==> config.mk <==
export PLATFORM = sky130hd
export DESIGN_NAME = signed_radix_to_ascii_top
export DESIGN_NICKNAME = d
export VERILOG_FILES = /design/src/rtl/srta_pkg.sv /design/src/rtl/srta_ram.sv /design/src/rtl/srta_ctrl.sv /design/src/rtl/srta_datapath.sv /design/src/rtl/signed_radix_to_ascii_top.sv
export VERILOG_INCLUDE_DIRS = /design/src /design/src/rtl
export SDC_FILE = /design/constraint.sdc
export NUM_CORES = 1
export LEC_CHECK = 0
export ABC_AREA = 1
export BUFFER_PORTS_ARGS = -buffer_cell sky130_fd_sc_hd__buf_2
export CAP_MARGIN = 20
export CORE_ASPECT_RATIO = 0.8
export CORE_MARGIN = 2
export CORE_UTILIZATION = 32
export DETAILED_ROUTE_END_ITERATION = 10
export PLACE_DENSITY_LB_ADDON = 0.15
export SLEW_MARGIN = 20
export SYNTH_ARGS = -nofsm -noshare
export SYNTH_HDL_FRONTEND = slang
export SYNTH_SLANG_ARGS = --single-unit
export TNS_END_PERCENT = 5
==> constraint.sdc <==
create_clock -name i_clk -period 18.6 [get_ports i_clk]
set_input_delay 0.93 -clock i_clk [delete_from_list [all_inputs] [get_ports i_clk]]
set_output_delay 0.93 -clock i_clk [all_outputs]
set_load 0.005 [all_outputs]
==> src/rtl/assert_macros.svh <==
// Assertion macros for the converter RTL.
`ifndef ASSERT_MACROS_SVH
`define ASSERT_MACROS_SVH

// Check a condition at every clock edge outside reset.
`define SRTA_ASSERT(lbl, cond) \
    lbl: assert property (@(posedge i_clk) disable iff (!i_rst_n) (cond)) \
        else $error("srta assertion failed");

// Check that an antecedent is followed by a consequent in the next cycle.
`define SRTA_ASSERT_NEXT(lbl, ante, cons) \
    lbl: assert property (@(posedge i_clk) disable iff (!i_rst_n) (ante) |=> (cons)) \
        else $error("srta assertion failed");

`endif

==> src/rtl/srta_pkg.sv <==
// Types, constants and helpers shared by the radix-to-ASCII converter.
`default_nettype none
package srta_pkg;

    localparam int RADIX_W  = 6;
    localparam int WIDTH_IN = 6;
    localparam int DIV_STEP = 8;    // quotient bits resolved per cycle

    localparam logic [RADIX_W-1:0] RADIX_MIN = 6'd2;
    localparam logic [RADIX_W-1:0] RADIX_MAX = 6'd36;

    localparam logic [7:0] CHAR_MINUS = 8'h2d;
    localparam logic [7:0] CHAR_ZERO  = 8'h30;
    localparam logic [7:0] CHAR_A     = 8'h61;

    typedef enum logic [2:0] {
        S_IDLE,
        S_DIV,
        S_PAD,
        S_SIGN,
        S_ZPAD,
        S_READ,
        S_DIGIT
    } t_state;

    typedef struct packed {
        logic load;
        logic div_step;
        logic pad_calc;
        logic emit_sign;
        logic emit_pad;
        logic rd_digit;
        logic emit_digit;
    } t_cmd;

    typedef struct packed {
        logic conv_done;
        logic neg;
        logic pad_zero;
        logic out_free;
        logic digit_last;
    } t_status;

    function automatic logic [7:0] digit_char(input logic [RADIX_W-1:0] d);
        logic [7:0] c;
        begin
            if (d < 6'd10) begin
                c = CHAR_ZERO + {2'b00, d};
            end else if (d < RADIX_MAX) begin
                c = CHAR_A + {2'b00, d} - 8'd10;
            end else begin
                c = CHAR_ZERO;
            end
            return c;
        end
    endfunction

endpackage
`default_nettype wire

==> src/rtl/srta_ram.sv <==
// Generic single-port-write, single-port-read RAM with registered read data.
`default_nettype none
module srta_ram #(
    parameter int WIDTH = 6,
    parameter int DEPTH = 32,
    localparam int AW   = (DEPTH > 1) ? $clog2(DEPTH) : 1
) (
    input  wire logic             i_clk,
    input  wire logic             i_we,
    input  wire logic [AW-1:0]    i_waddr,
    input  wire logic [WIDTH-1:0] i_wdata,
    input  wire logic             i_re,
    input  wire logic [AW-1:0]    i_raddr,
    output logic      [WIDTH-1:0] o_rdata
);

    logic [WIDTH-1:0] r_mem [DEPTH];

    always_ff @(posedge i_clk) begin
        if (i_we) begin
            r_mem[i_waddr] <= i_wdata;
        end
        if (i_re) begin
            o_rdata <= r_mem[i_raddr];
        end
    end

endmodule
`default_nettype wire

==> src/rtl/srta_ctrl.sv <==
// Sequencer for conversion: load, divide, pad, then emit characters.
`default_nettype none
module srta_ctrl (
    input  wire logic             i_clk,
    input  wire logic             i_rst_n,
    input  wire logic             i_in_valid,
    output logic                  o_in_ready,
    input  wire srta_pkg::t_status i_status,
    output srta_pkg::t_cmd        o_cmd
);
    import srta_pkg::*;

    t_state r_state;
    t_state n_state;

    always_ff @(posedge i_clk) begin
        if (!i_rst_n) begin
            r_state <= S_IDLE;
        end else begin
            r_state <= n_state;
        end
    end

    always_comb begin
        n_state    = r_state;
        o_cmd      = '0;
        o_in_ready = 1'b0;
        unique case (r_state)
            S_IDLE: begin
                o_in_ready = 1'b1;
                if (i_in_valid) begin
                    o_cmd.load = 1'b1;
                    n_state    = S_DIV;
                end
            end
            S_DIV: begin
                o_cmd.div_step = 1'b1;
                if (i_status.conv_done) begin
                    n_state = S_PAD;
                end
            end
            S_PAD: begin
                o_cmd.pad_calc = 1'b1;
                n_state        = i_status.neg ? S_SIGN : S_ZPAD;
            end
            S_SIGN: begin
                if (i_status.out_free) begin
                    o_cmd.emit_sign = 1'b1;
                    n_state         = S_ZPAD;
                end
            end
            S_ZPAD: begin
                if (i_status.pad_zero) begin
                    n_state = S_READ;
                end else if (i_status.out_free) begin
                    o_cmd.emit_pad = 1'b1;
                end
            end
            S_READ: begin
                o_cmd.rd_digit = 1'b1;
                n_state        = S_DIGIT;
            end
            S_DIGIT: begin
                if (i_status.out_free) begin
                    o_cmd.emit_digit = 1'b1;
                    n_state          = i_status.digit_last ? S_IDLE : S_READ;
                end
            end
            default: begin
                n_state = S_IDLE;
            end
        endcase
    end

endmodule
`default_nettype wire

==> src/rtl/srta_datapath.sv <==
// Datapath: magnitude divider, digit store, padding count and output register.
`default_nettype none
`include "assert_macros.svh"
module srta_datapath #(
    parameter int VALUE_BITS = 32,
    parameter int MAX_WIDTH  = 32
) (
    input  wire logic                         i_clk,
    input  wire logic                         i_rst_n,
    input  wire srta_pkg::t_cmd               i_cmd,
    output srta_pkg::t_status                 o_status,
    input  wire logic [VALUE_BITS-1:0]        i_value,
    input  wire logic [srta_pkg::RADIX_W-1:0] i_radix,
    input  wire logic [srta_pkg::WIDTH_IN-1:0] i_min_width,
    input  wire logic                         i_out_ready,
    output logic                              o_out_valid,
    output logic [7:0]                        o_char,
    output logic                              o_last
);
    import srta_pkg::*;

    localparam int CHUNKS = (VALUE_BITS + DIV_STEP - 1) / DIV_STEP;
    localparam int DIV_W  = CHUNKS * DIV_STEP;
    localparam int CH_W   = (CHUNKS > 1) ? $clog2(CHUNKS) : 1;
    localparam int CNT_W  = $clog2(VALUE_BITS + 1);
    localparam int W_W    = $clog2(MAX_WIDTH + 1);
    localparam int SUM_W  = ((CNT_W > W_W) ? CNT_W : W_W) + 1;
    localparam int AW     = (VALUE_BITS > 1) ? $clog2(VALUE_BITS) : 1;
    localparam logic [WIDTH_IN-1:0] WIDTH_CAP = WIDTH_IN'(MAX_WIDTH);

    logic [DIV_W-1:0]   r_mag;
    logic [RADIX_W-1:0] r_rem;
    logic [RADIX_W-1:0] r_radix;
    logic [W_W-1:0]     r_width;
    logic               r_neg;
    logic [CNT_W-1:0]   r_dcount;
    logic [W_W-1:0]     r_pad;
    logic [CH_W-1:0]    r_chunk;
    logic               r_ovalid;
    logic [7:0]         r_char;
    logic               r_last;

    logic [DIV_W-1:0]    n_mag;
    logic [RADIX_W-1:0]  n_rem;
    logic [DIV_STEP-1:0] quot;
    logic [RADIX_W:0]    trial;
    logic [VALUE_BITS-1:0] neg_val;
    logic [W_W-1:0]      n_pad;
    logic [SUM_W-1:0]    used;
    logic [SUM_W-1:0]    wide;
    logic [CNT_W-1:0]    dcount_m1;
    logic [RADIX_W-1:0]  rd_digit;
    logic                chunk_last;
    logic                out_load;

    // Restoring division by the radix, one byte of the dividend per cycle.
    always_comb begin
        n_rem = r_rem;
        quot  = '0;
        trial = '0;
        for (int k = 0; k < DIV_STEP; k++) begin
            trial = {n_rem, r_mag[DIV_W-1-k]};
            if (trial >= {1'b0, r_radix}) begin
                n_rem               = RADIX_W'(trial - {1'b0, r_radix});
                quot[DIV_STEP-1-k]  = 1'b1;
            end else begin
                n_rem = trial[RADIX_W-1:0];
            end
        end
        n_mag = (r_mag << DIV_STEP) | DIV_W'(quot);
    end

    assign chunk_last = (r_chunk == CH_W'(CHUNKS - 1));
    assign neg_val    = '0 - i_value;
    assign dcount_m1  = r_dcount - 1'b1;

    always_comb begin
        used  = SUM_W'(r_dcount) + SUM_W'(r_neg);
        wide  = SUM_W'(r_width);
        n_pad = (used < wide) ? W_W'(wide - used) : '0;
    end

    assign out_load = i_cmd.emit_sign | i_cmd.emit_pad | i_cmd.emit_digit;

    srta_ram #(
        .WIDTH (RADIX_W),
        .DEPTH (VALUE_BITS)
    ) u_digits (
        .i_clk   (i_clk),
        .i_we    (i_cmd.div_step & chunk_last),
        .i_waddr (r_dcount[AW-1:0]),
        .i_wdata (n_rem),
        .i_re    (i_cmd.rd_digit),
        .i_raddr (dcount_m1[AW-1:0]),
        .o_rdata (rd_digit)
    );

    // Control counters and output valid.
    always_ff @(posedge i_clk) begin
        if (!i_rst_n) begin
            r_dcount <= '0;
            r_pad    <= '0;
            r_chunk  <= '0;
            r_ovalid <= 1'b0;
        end else begin
            if (i_cmd.load) begin
                r_dcount <= '0;
                r_chunk  <= '0;
            end else if (i_cmd.div_step) begin
                if (chunk_last) begin
                    r_chunk  <= '0;
                    r_dcount <= r_dcount + 1'b1;
                end else begin
                    r_chunk <= r_chunk + 1'b1;
                end
            end else if (i_cmd.emit_digit) begin
                r_dcount <= dcount_m1;
            end
            if (i_cmd.pad_calc) begin
                r_pad <= n_pad;
            end else if (i_cmd.emit_pad) begin
                r_pad <= r_pad - 1'b1;
            end
            if (out_load) begin
                r_ovalid <= 1'b1;
            end else if (i_out_ready) begin
                r_ovalid <= 1'b0;
            end
        end
    end

    // Payload registers.
    always_ff @(posedge i_clk) begin
        if (i_cmd.load) begin
            r_neg <= i_value[VALUE_BITS-1];
            r_mag <= DIV_W'(i_value[VALUE_BITS-1] ? neg_val : i_value);
            r_rem <= '0;
            if (i_radix < RADIX_MIN) begin
                r_radix <= RADIX_MIN;
            end else if (i_radix > RADIX_MAX) begin
                r_radix <= RADIX_MAX;
            end else begin
                r_radix <= i_radix;
            end
            r_width <= W_W'((i_min_width > WIDTH_CAP) ? WIDTH_CAP : i_min_width);
        end else if (i_cmd.div_step) begin
            r_mag <= n_mag;
            r_rem <= chunk_last ? '0 : n_rem;
        end
        if (out_load) begin
            if (i_cmd.emit_sign) begin
                r_char <= CHAR_MINUS;
            end else if (i_cmd.emit_pad) begin
                r_char <= CHAR_ZERO;
            end else begin
                r_char <= digit_char(rd_digit);
            end
            r_last <= i_cmd.emit_digit & (r_dcount == CNT_W'(1));
        end
    end

    always_comb begin
        o_status.conv_done  = i_cmd.div_step & chunk_last &
                              ((n_mag == '0) || (r_dcount == CNT_W'(VALUE_BITS - 1)));
        o_status.neg        = r_neg;
        o_status.pad_zero   = (r_pad == '0);
        o_status.out_free   = !r_ovalid || i_out_ready;
        o_status.digit_last = (r_dcount == CNT_W'(1));
    end

    assign o_out_valid = r_ovalid;
    assign o_char      = r_char;
    assign o_last      = r_last;

    `SRTA_ASSERT(a_rem_below_radix, !i_cmd.div_step || (r_rem < r_radix))
    `SRTA_ASSERT(a_no_overwrite, !out_load || !r_ovalid || i_out_ready)
    `SRTA_ASSERT(a_pad_no_underflow, !i_cmd.emit_pad || (r_pad != '0))
    `SRTA_ASSERT_NEXT(a_last_ends_run, out_load && i_cmd.emit_digit && (r_dcount == CNT_W'(1)),
                      r_ovalid && r_last && (r_dcount == '0))

endmodule
`default_nettype wire

==> src/rtl/signed_radix_to_ascii_top.sv <==
// Top level of the signed integer to ASCII text converter.
`default_nettype none
// Converts one signed value per input beat into its text in a radix of 2 to
// 36, most significant character first, one character per output beat, with
// tlast on the final character. A negative value starts with '-', the sign
// counts toward the minimum width and zeros pad the digits up to it; digits
// above 9 are lower-case letters. A radix outside 2..36 and a width above
// MAX_WIDTH saturate. Each digit comes from the restoring divider, which
// works through the magnitude a byte at a time and resolves eight quotient
// bits a cycle; digits go to a small RAM and are read back in reverse
// through its registered read, with a read state ahead of each character.
// The next input beat is taken once the last character sits in the output
// register, while that character still waits to be taken.
module signed_radix_to_ascii_top #(
    parameter int VALUE_BITS = 32,
    parameter int MAX_WIDTH  = 32,
    localparam int IN_W = ((VALUE_BITS + 2 * 6 + 7) / 8) * 8
) (
    input  wire logic            i_clk,
    input  wire logic            i_rst_n,
    input  wire logic            s_axis_tvalid,
    output logic                 s_axis_tready,
    // value [VALUE_BITS-1:0], radix [6], min_width [6], zero fill
    input  wire logic [IN_W-1:0] s_axis_tdata,
    output logic                 m_axis_tvalid,
    input  wire logic            m_axis_tready,
    // char_code [7:0]
    output logic [7:0]           m_axis_tdata,
    output logic                 m_axis_tlast
);
    import srta_pkg::*;

    t_cmd    cmd;
    t_status status;

    srta_ctrl u_ctrl (
        .i_clk      (i_clk),
        .i_rst_n    (i_rst_n),
        .i_in_valid (s_axis_tvalid),
        .o_in_ready (s_axis_tready),
        .i_status   (status),
        .o_cmd      (cmd)
    );

    srta_datapath #(
        .VALUE_BITS (VALUE_BITS),
        .MAX_WIDTH  (MAX_WIDTH)
    ) u_datapath (
        .i_clk       (i_clk),
        .i_rst_n     (i_rst_n),
        .i_cmd       (cmd),
        .o_status    (status),
        .i_value     (s_axis_tdata[VALUE_BITS-1:0]),
        .i_radix     (s_axis_tdata[VALUE_BITS +: RADIX_W]),
        .i_min_width (s_axis_tdata[VALUE_BITS + RADIX_W +: WIDTH_IN]),
        .i_out_ready (m_axis_tready),
        .o_out_valid (m_axis_tvalid),
        .o_char      (m_axis_tdata),
        .o_last      (m_axis_tlast)
    );

endmodule
`default_nettype wire
==> results_tabular.tex <==
\begin{tabular}{lr}
\hline
Metric & Value \\
\hline
\multicolumn{2}{l}{\textbf{Run status}} \\
Result of the run & finished, final reports clean \\
\multicolumn{2}{l}{\textbf{Clock tree}} \\
Clock input transition at the sequential cells of the worst setup and hold paths & $\sim$60 ps \\
Clk sink count & 276 \\
Number of buffers added for setup after CTS & 0 \\
Clock latency of the later-clocked register in the worst-skew pair & 590 ps \\
TritonCTS clock tree & yes \\
Post\_cts resized & 0 \\
Maximum number of buffers from clock root to sink & 3 \\
Number of clock buffers inserted by TritonCTS & 31 \\
Root buffer cell & clkbuf\_16 \\
CTS HTree Levels & 1 \\
Hold buffer count at cts & 0 \\
\multicolumn{2}{l}{\textbf{Yosys}} \\
Fraction of registers with async set or reset after synthesis & 0 \\
Summed instance area of the synthesized netlist & 15430 um2 \\
Number of enable flip-flop cells after synthesis & 252 \\
Top\_reg\_cell synth & edfxtp\_1 \\
Synth Net Count & 1707 \\
Yosys warning total & 0 \\
Syn Inst Count & $\sim$1600 \\
Synth unique cells & 56 \\
Share of the yosys chip area belonging to registers & 0.5215 \\
Post-synthesis average cell area & 9.823 um2 \\
Total of flip-flops plus latches after synthesis & 276 \\
\multicolumn{2}{l}{\textbf{Global route}} \\
Pin count of the biggest net entering global routing & between 50 and 60 \\
GRT overflow & 0 \\
Met1 GRT Util & 0.2278 \\
Overall track demand over capacity in global routing & 0.1513 \\
Number of antenna violations at the first check in global routing & 1 \\
Global-route wire length before repair & 60110 um \\
Number of global-route vias before repair & 10650 \\
Busiest grt layer & met2 \\
Global routing usage on met3 & 0.02256 \\
Met2 capacity usage during global routing & 0.2291 \\
\multicolumn{2}{l}{\textbf{Worst setup path}} \\
Startpoint of the worst-slack reg-to-reg timing path & u\_datapath.r\_radix[1]\$\_SDFFCE\_PP1P\_ \\
Worst path arrival time & $\sim$16000 ps \\
Critical Setup Path Class & flip-flop to flip-flop \\
Slowest library cell on the worst path & edfxtp\_1 \\
Most frequent cell on the critical path & nand2\_1 \\
End of the worst register-to-register path & u\_datapath.u\_digits.r\_mem[16][0]\$\_DFFE\_PP\_ \\
Worst R2R Setup Slack & 3320 ps \\
Delay of the slowest cell on the worst path & roughly 770 ps \\
Kind of start point of the critical path & flip-flop \\
Critical Path End Type & flip-flop \\
Top fanout value on the critical path & 33 \\
Worst path required time & 18880 ps \\
Worst reg-to-reg path cell count & around 80 \\
\multicolumn{2}{l}{\textbf{Layout}} \\
Layout Nets & 1748 \\
Share of the core filled with cells & 0.3672 \\
Seq. cell area & 8051 um2 \\
Share of cells above drive strength 1 & 0.1081 \\
Area of combinational cells with multiple inputs & 6509 um2 \\
Most common library cell in the layout ignoring fill and taps & edfxtp\_1 \\
Layout-stage area growth over the synthesis result & 12.66\% \\
Filler cells & about 4700 \\
Most frequent cells in the layout & edfxtp\_1 (252), nor2\_1 (230), nand2\_1 (204) \\
\multicolumn{2}{l}{\textbf{Hold path}} \\
Launch point of the worst hold path & u\_datapath.r\_chunk[0]\$\_SDFFE\_PP0P\_ \\
Hold path endpoint & u\_datapath.r\_chunk[0]\$\_SDFFE\_PP0P\_ \\
Worst hold path cell count & 1 \\
Path type of the worst min-delay path & flip-flop to flip-flop \\
\multicolumn{2}{l}{\textbf{Job}} \\
Max-cap violations & 0 \\
\multicolumn{2}{l}{\textbf{STA}} \\
Fmax & 0.06544 GHz \\
Setup Viol. Count Final & 0 \\
Slew Limit Headroom & 0.3341 \\
Final critical-path share of the clock period & 0.8216 \\
Total count of max-transition violations in the final report & 0 \\
RSZ-0062 raised after global routing & false \\
Final Skew & $\sim$18 ps \\
Count of endpoints failing hold in the final timing report & 0 \\
Final critical-path required period & 15280 ps \\
Transition at the pin with the smallest max-transition slack & 995.5 ps \\
Setup\_tns & 0 ps \\
\multicolumn{2}{l}{\textbf{Routing}} \\
Vias & 11120 \\
Total Wirelength & roughly 38000 um \\
Final routed DRC violation total & 0 \\
Per-cell via count in the routed design & 4.924 \\
DRT Pass-1 Iters & 5 \\
Antenna Nets Post-Route & 0 \\
Routed length per placed instance & $\sim$17 um \\
Violation count after the first detailed-route iteration & about 780 \\
\multicolumn{2}{l}{\textbf{Floorplanning}} \\
Number of top-level pins & 63 \\
Num rows & 71 \\
Core region area & 47350 um2 \\
Starting density of the core & 0.3259 \\
Vert. Die Dim & 200.4 um \\
Die area & 50010 um2 \\
Die width & about 250 um \\
\multicolumn{2}{l}{\textbf{Place}} \\
Final HPWL from detailed placement & approximately 26000 um \\
Routability Congestion & 0.8615 \\
Port-buffer cells & between 50 and 60 \\
\hline
\end{tabular}
==> kinds of logic (layout without fill, tap and decap cells) <==
kind of cell / count (synthesis) / count (layout) / synth area share
mux: 19 / 19 / 0.01232
simple gates: 551 / 551 / 0.1566
fa+ha+maj: 84 / 84 / 0.07248
flops: 276 / 276 / 0.5215
compound gates: 345 / 345 / 0.1397
buf+inv: 225 / 291 / 0.05708
other cells: 0 / 1 / 0
xor+xnor: 71 / 71 / 0.04030
==> cells in the mapped netlist (11+ instances only) <==
master | instances | area [um2]
nand2_1 | 204 | 765.7
xnor2_1 | 27 | 236.5
o21ai_1 | 15 | 75.07
clkbuf_1 | 47 | 176.4
o21a_1 | 12 | 90.09
o211ai_1 | 19 | 142.6
ha_1 | 75 | 938.4
edfxtp_1 | 252 | 7567
o221ai_1 | 19 | 166.4
nor4_1 | 11 | 68.82
a21oi_1 | 50 | 250.2
nor3_1 | 21 | 105.1
a31oi_1 | 16 | 100.1
inv_1 | 159 | 596.8
nor2_1 | 230 | 863.3
nand3_1 | 30 | 150.1
dfxtp_1 | 24 | 480.5
xor2_1 | 44 | 385.4
o32ai_1 | 30 | 262.8
o21ai_2 | 12 | 105.1
o21ai_0 | 141 | 705.7
mux2i_1 | 19 | 190.2
nand4_1 | 11 | 68.82
==> stage by stage <==
stage          cells  area [um2]  hold WS [ps]  setup WS (ps)
5_1_grt         2257       17380         488.6           1527
3_3_place_gp    2199       16310         443.7           2973
4_1_cts         2257       17380         461.7           2712
6_report        2258       17390         459.1           3318
3_5_place_dp    2199       16310         453.7           2770
2_1_floorplan   1571       15430         428.3           5658
==> state kept, by name, summed over array words and instances, names as in the netlist, 3 cells and up <==
register and count:
u_datapath.r_mag 32, u_datapath.r_rem 6, u_datapath.u_digits.o_rdata 6, u_datapath.u_digits.r_mem 192
u_datapath.r_radix 6, u_datapath.r_dcount 6, u_datapath.r_width 6, u_datapath.r_pad 6
u_ctrl.r_state 3, u_datapath.o_char 8
==> critical path: cells and delay by family, from the launching register on <==
kind,cells,cell delay [ps]
compound gates,34,6980
simple gates,26,3090
fa+ha+maj,8,2520
buf+inv,11,1570
flops,1,770
==> worst max path at each step <==
stage / slack [ps] / to / startpoint / depth (start not counted)
4_1_cts: 2710 / u_datapath.u_digits.r_mem[16][0]$_DFFE_PP_ / u_datapath.r_radix[1]$_SDFFCE_PP1P_ / 79
2_1_floorplan: 5660 / u_datapath.u_digits.r_mem[0][4]$_DFFE_PP_ / u_datapath.r_radix[1]$_SDFFCE_PP1P_ / 82
6_report: 3320 / u_datapath.u_digits.r_mem[16][0]$_DFFE_PP_ / u_datapath.r_radix[1]$_SDFFCE_PP1P_ / 79
5_1_grt: 1530 / u_datapath.r_rem[0]$_SDFFE_PP0P_ / u_datapath.r_radix[1]$_SDFFCE_PP1P_ / 81
3_5_place_dp: 2770 / u_datapath.u_digits.r_mem[3][2]$_DFFE_PP_ / u_datapath.r_radix[1]$_SDFFCE_PP1P_ / 79
3_3_place_gp: 2970 / u_datapath.u_digits.r_mem[2][2]$_DFFE_PP_ / u_datapath.r_radix[1]$_SDFFCE_PP1P_ / 79
==> per-layer routing <==
layer | routed length (um) | vias to the layer above
met5 | 0 | -
met4 | 728 | 0
met3 | 1584 | 52
met2 | 16280 | 195
met1 | 19880 | 5273
li1 | - | 5598
==> area by class of cell <==
class / instances / share of cell area
clock buffer: 45 / 0.04937
multi-input combinational: 1070 / 0.3744
inverter: 168 / 0.03656
tap: 620 / 0.04462
sequential: 276 / 0.4631
timing repair buffer: 65 / 0.01972
clock inverter: 13 / 0.01209
antenna: 1 / 0.0001439
Power is left out: the tool's default activity adds up to more than one toggle a clock period on the data nets, which glitch-free logic cannot reach.
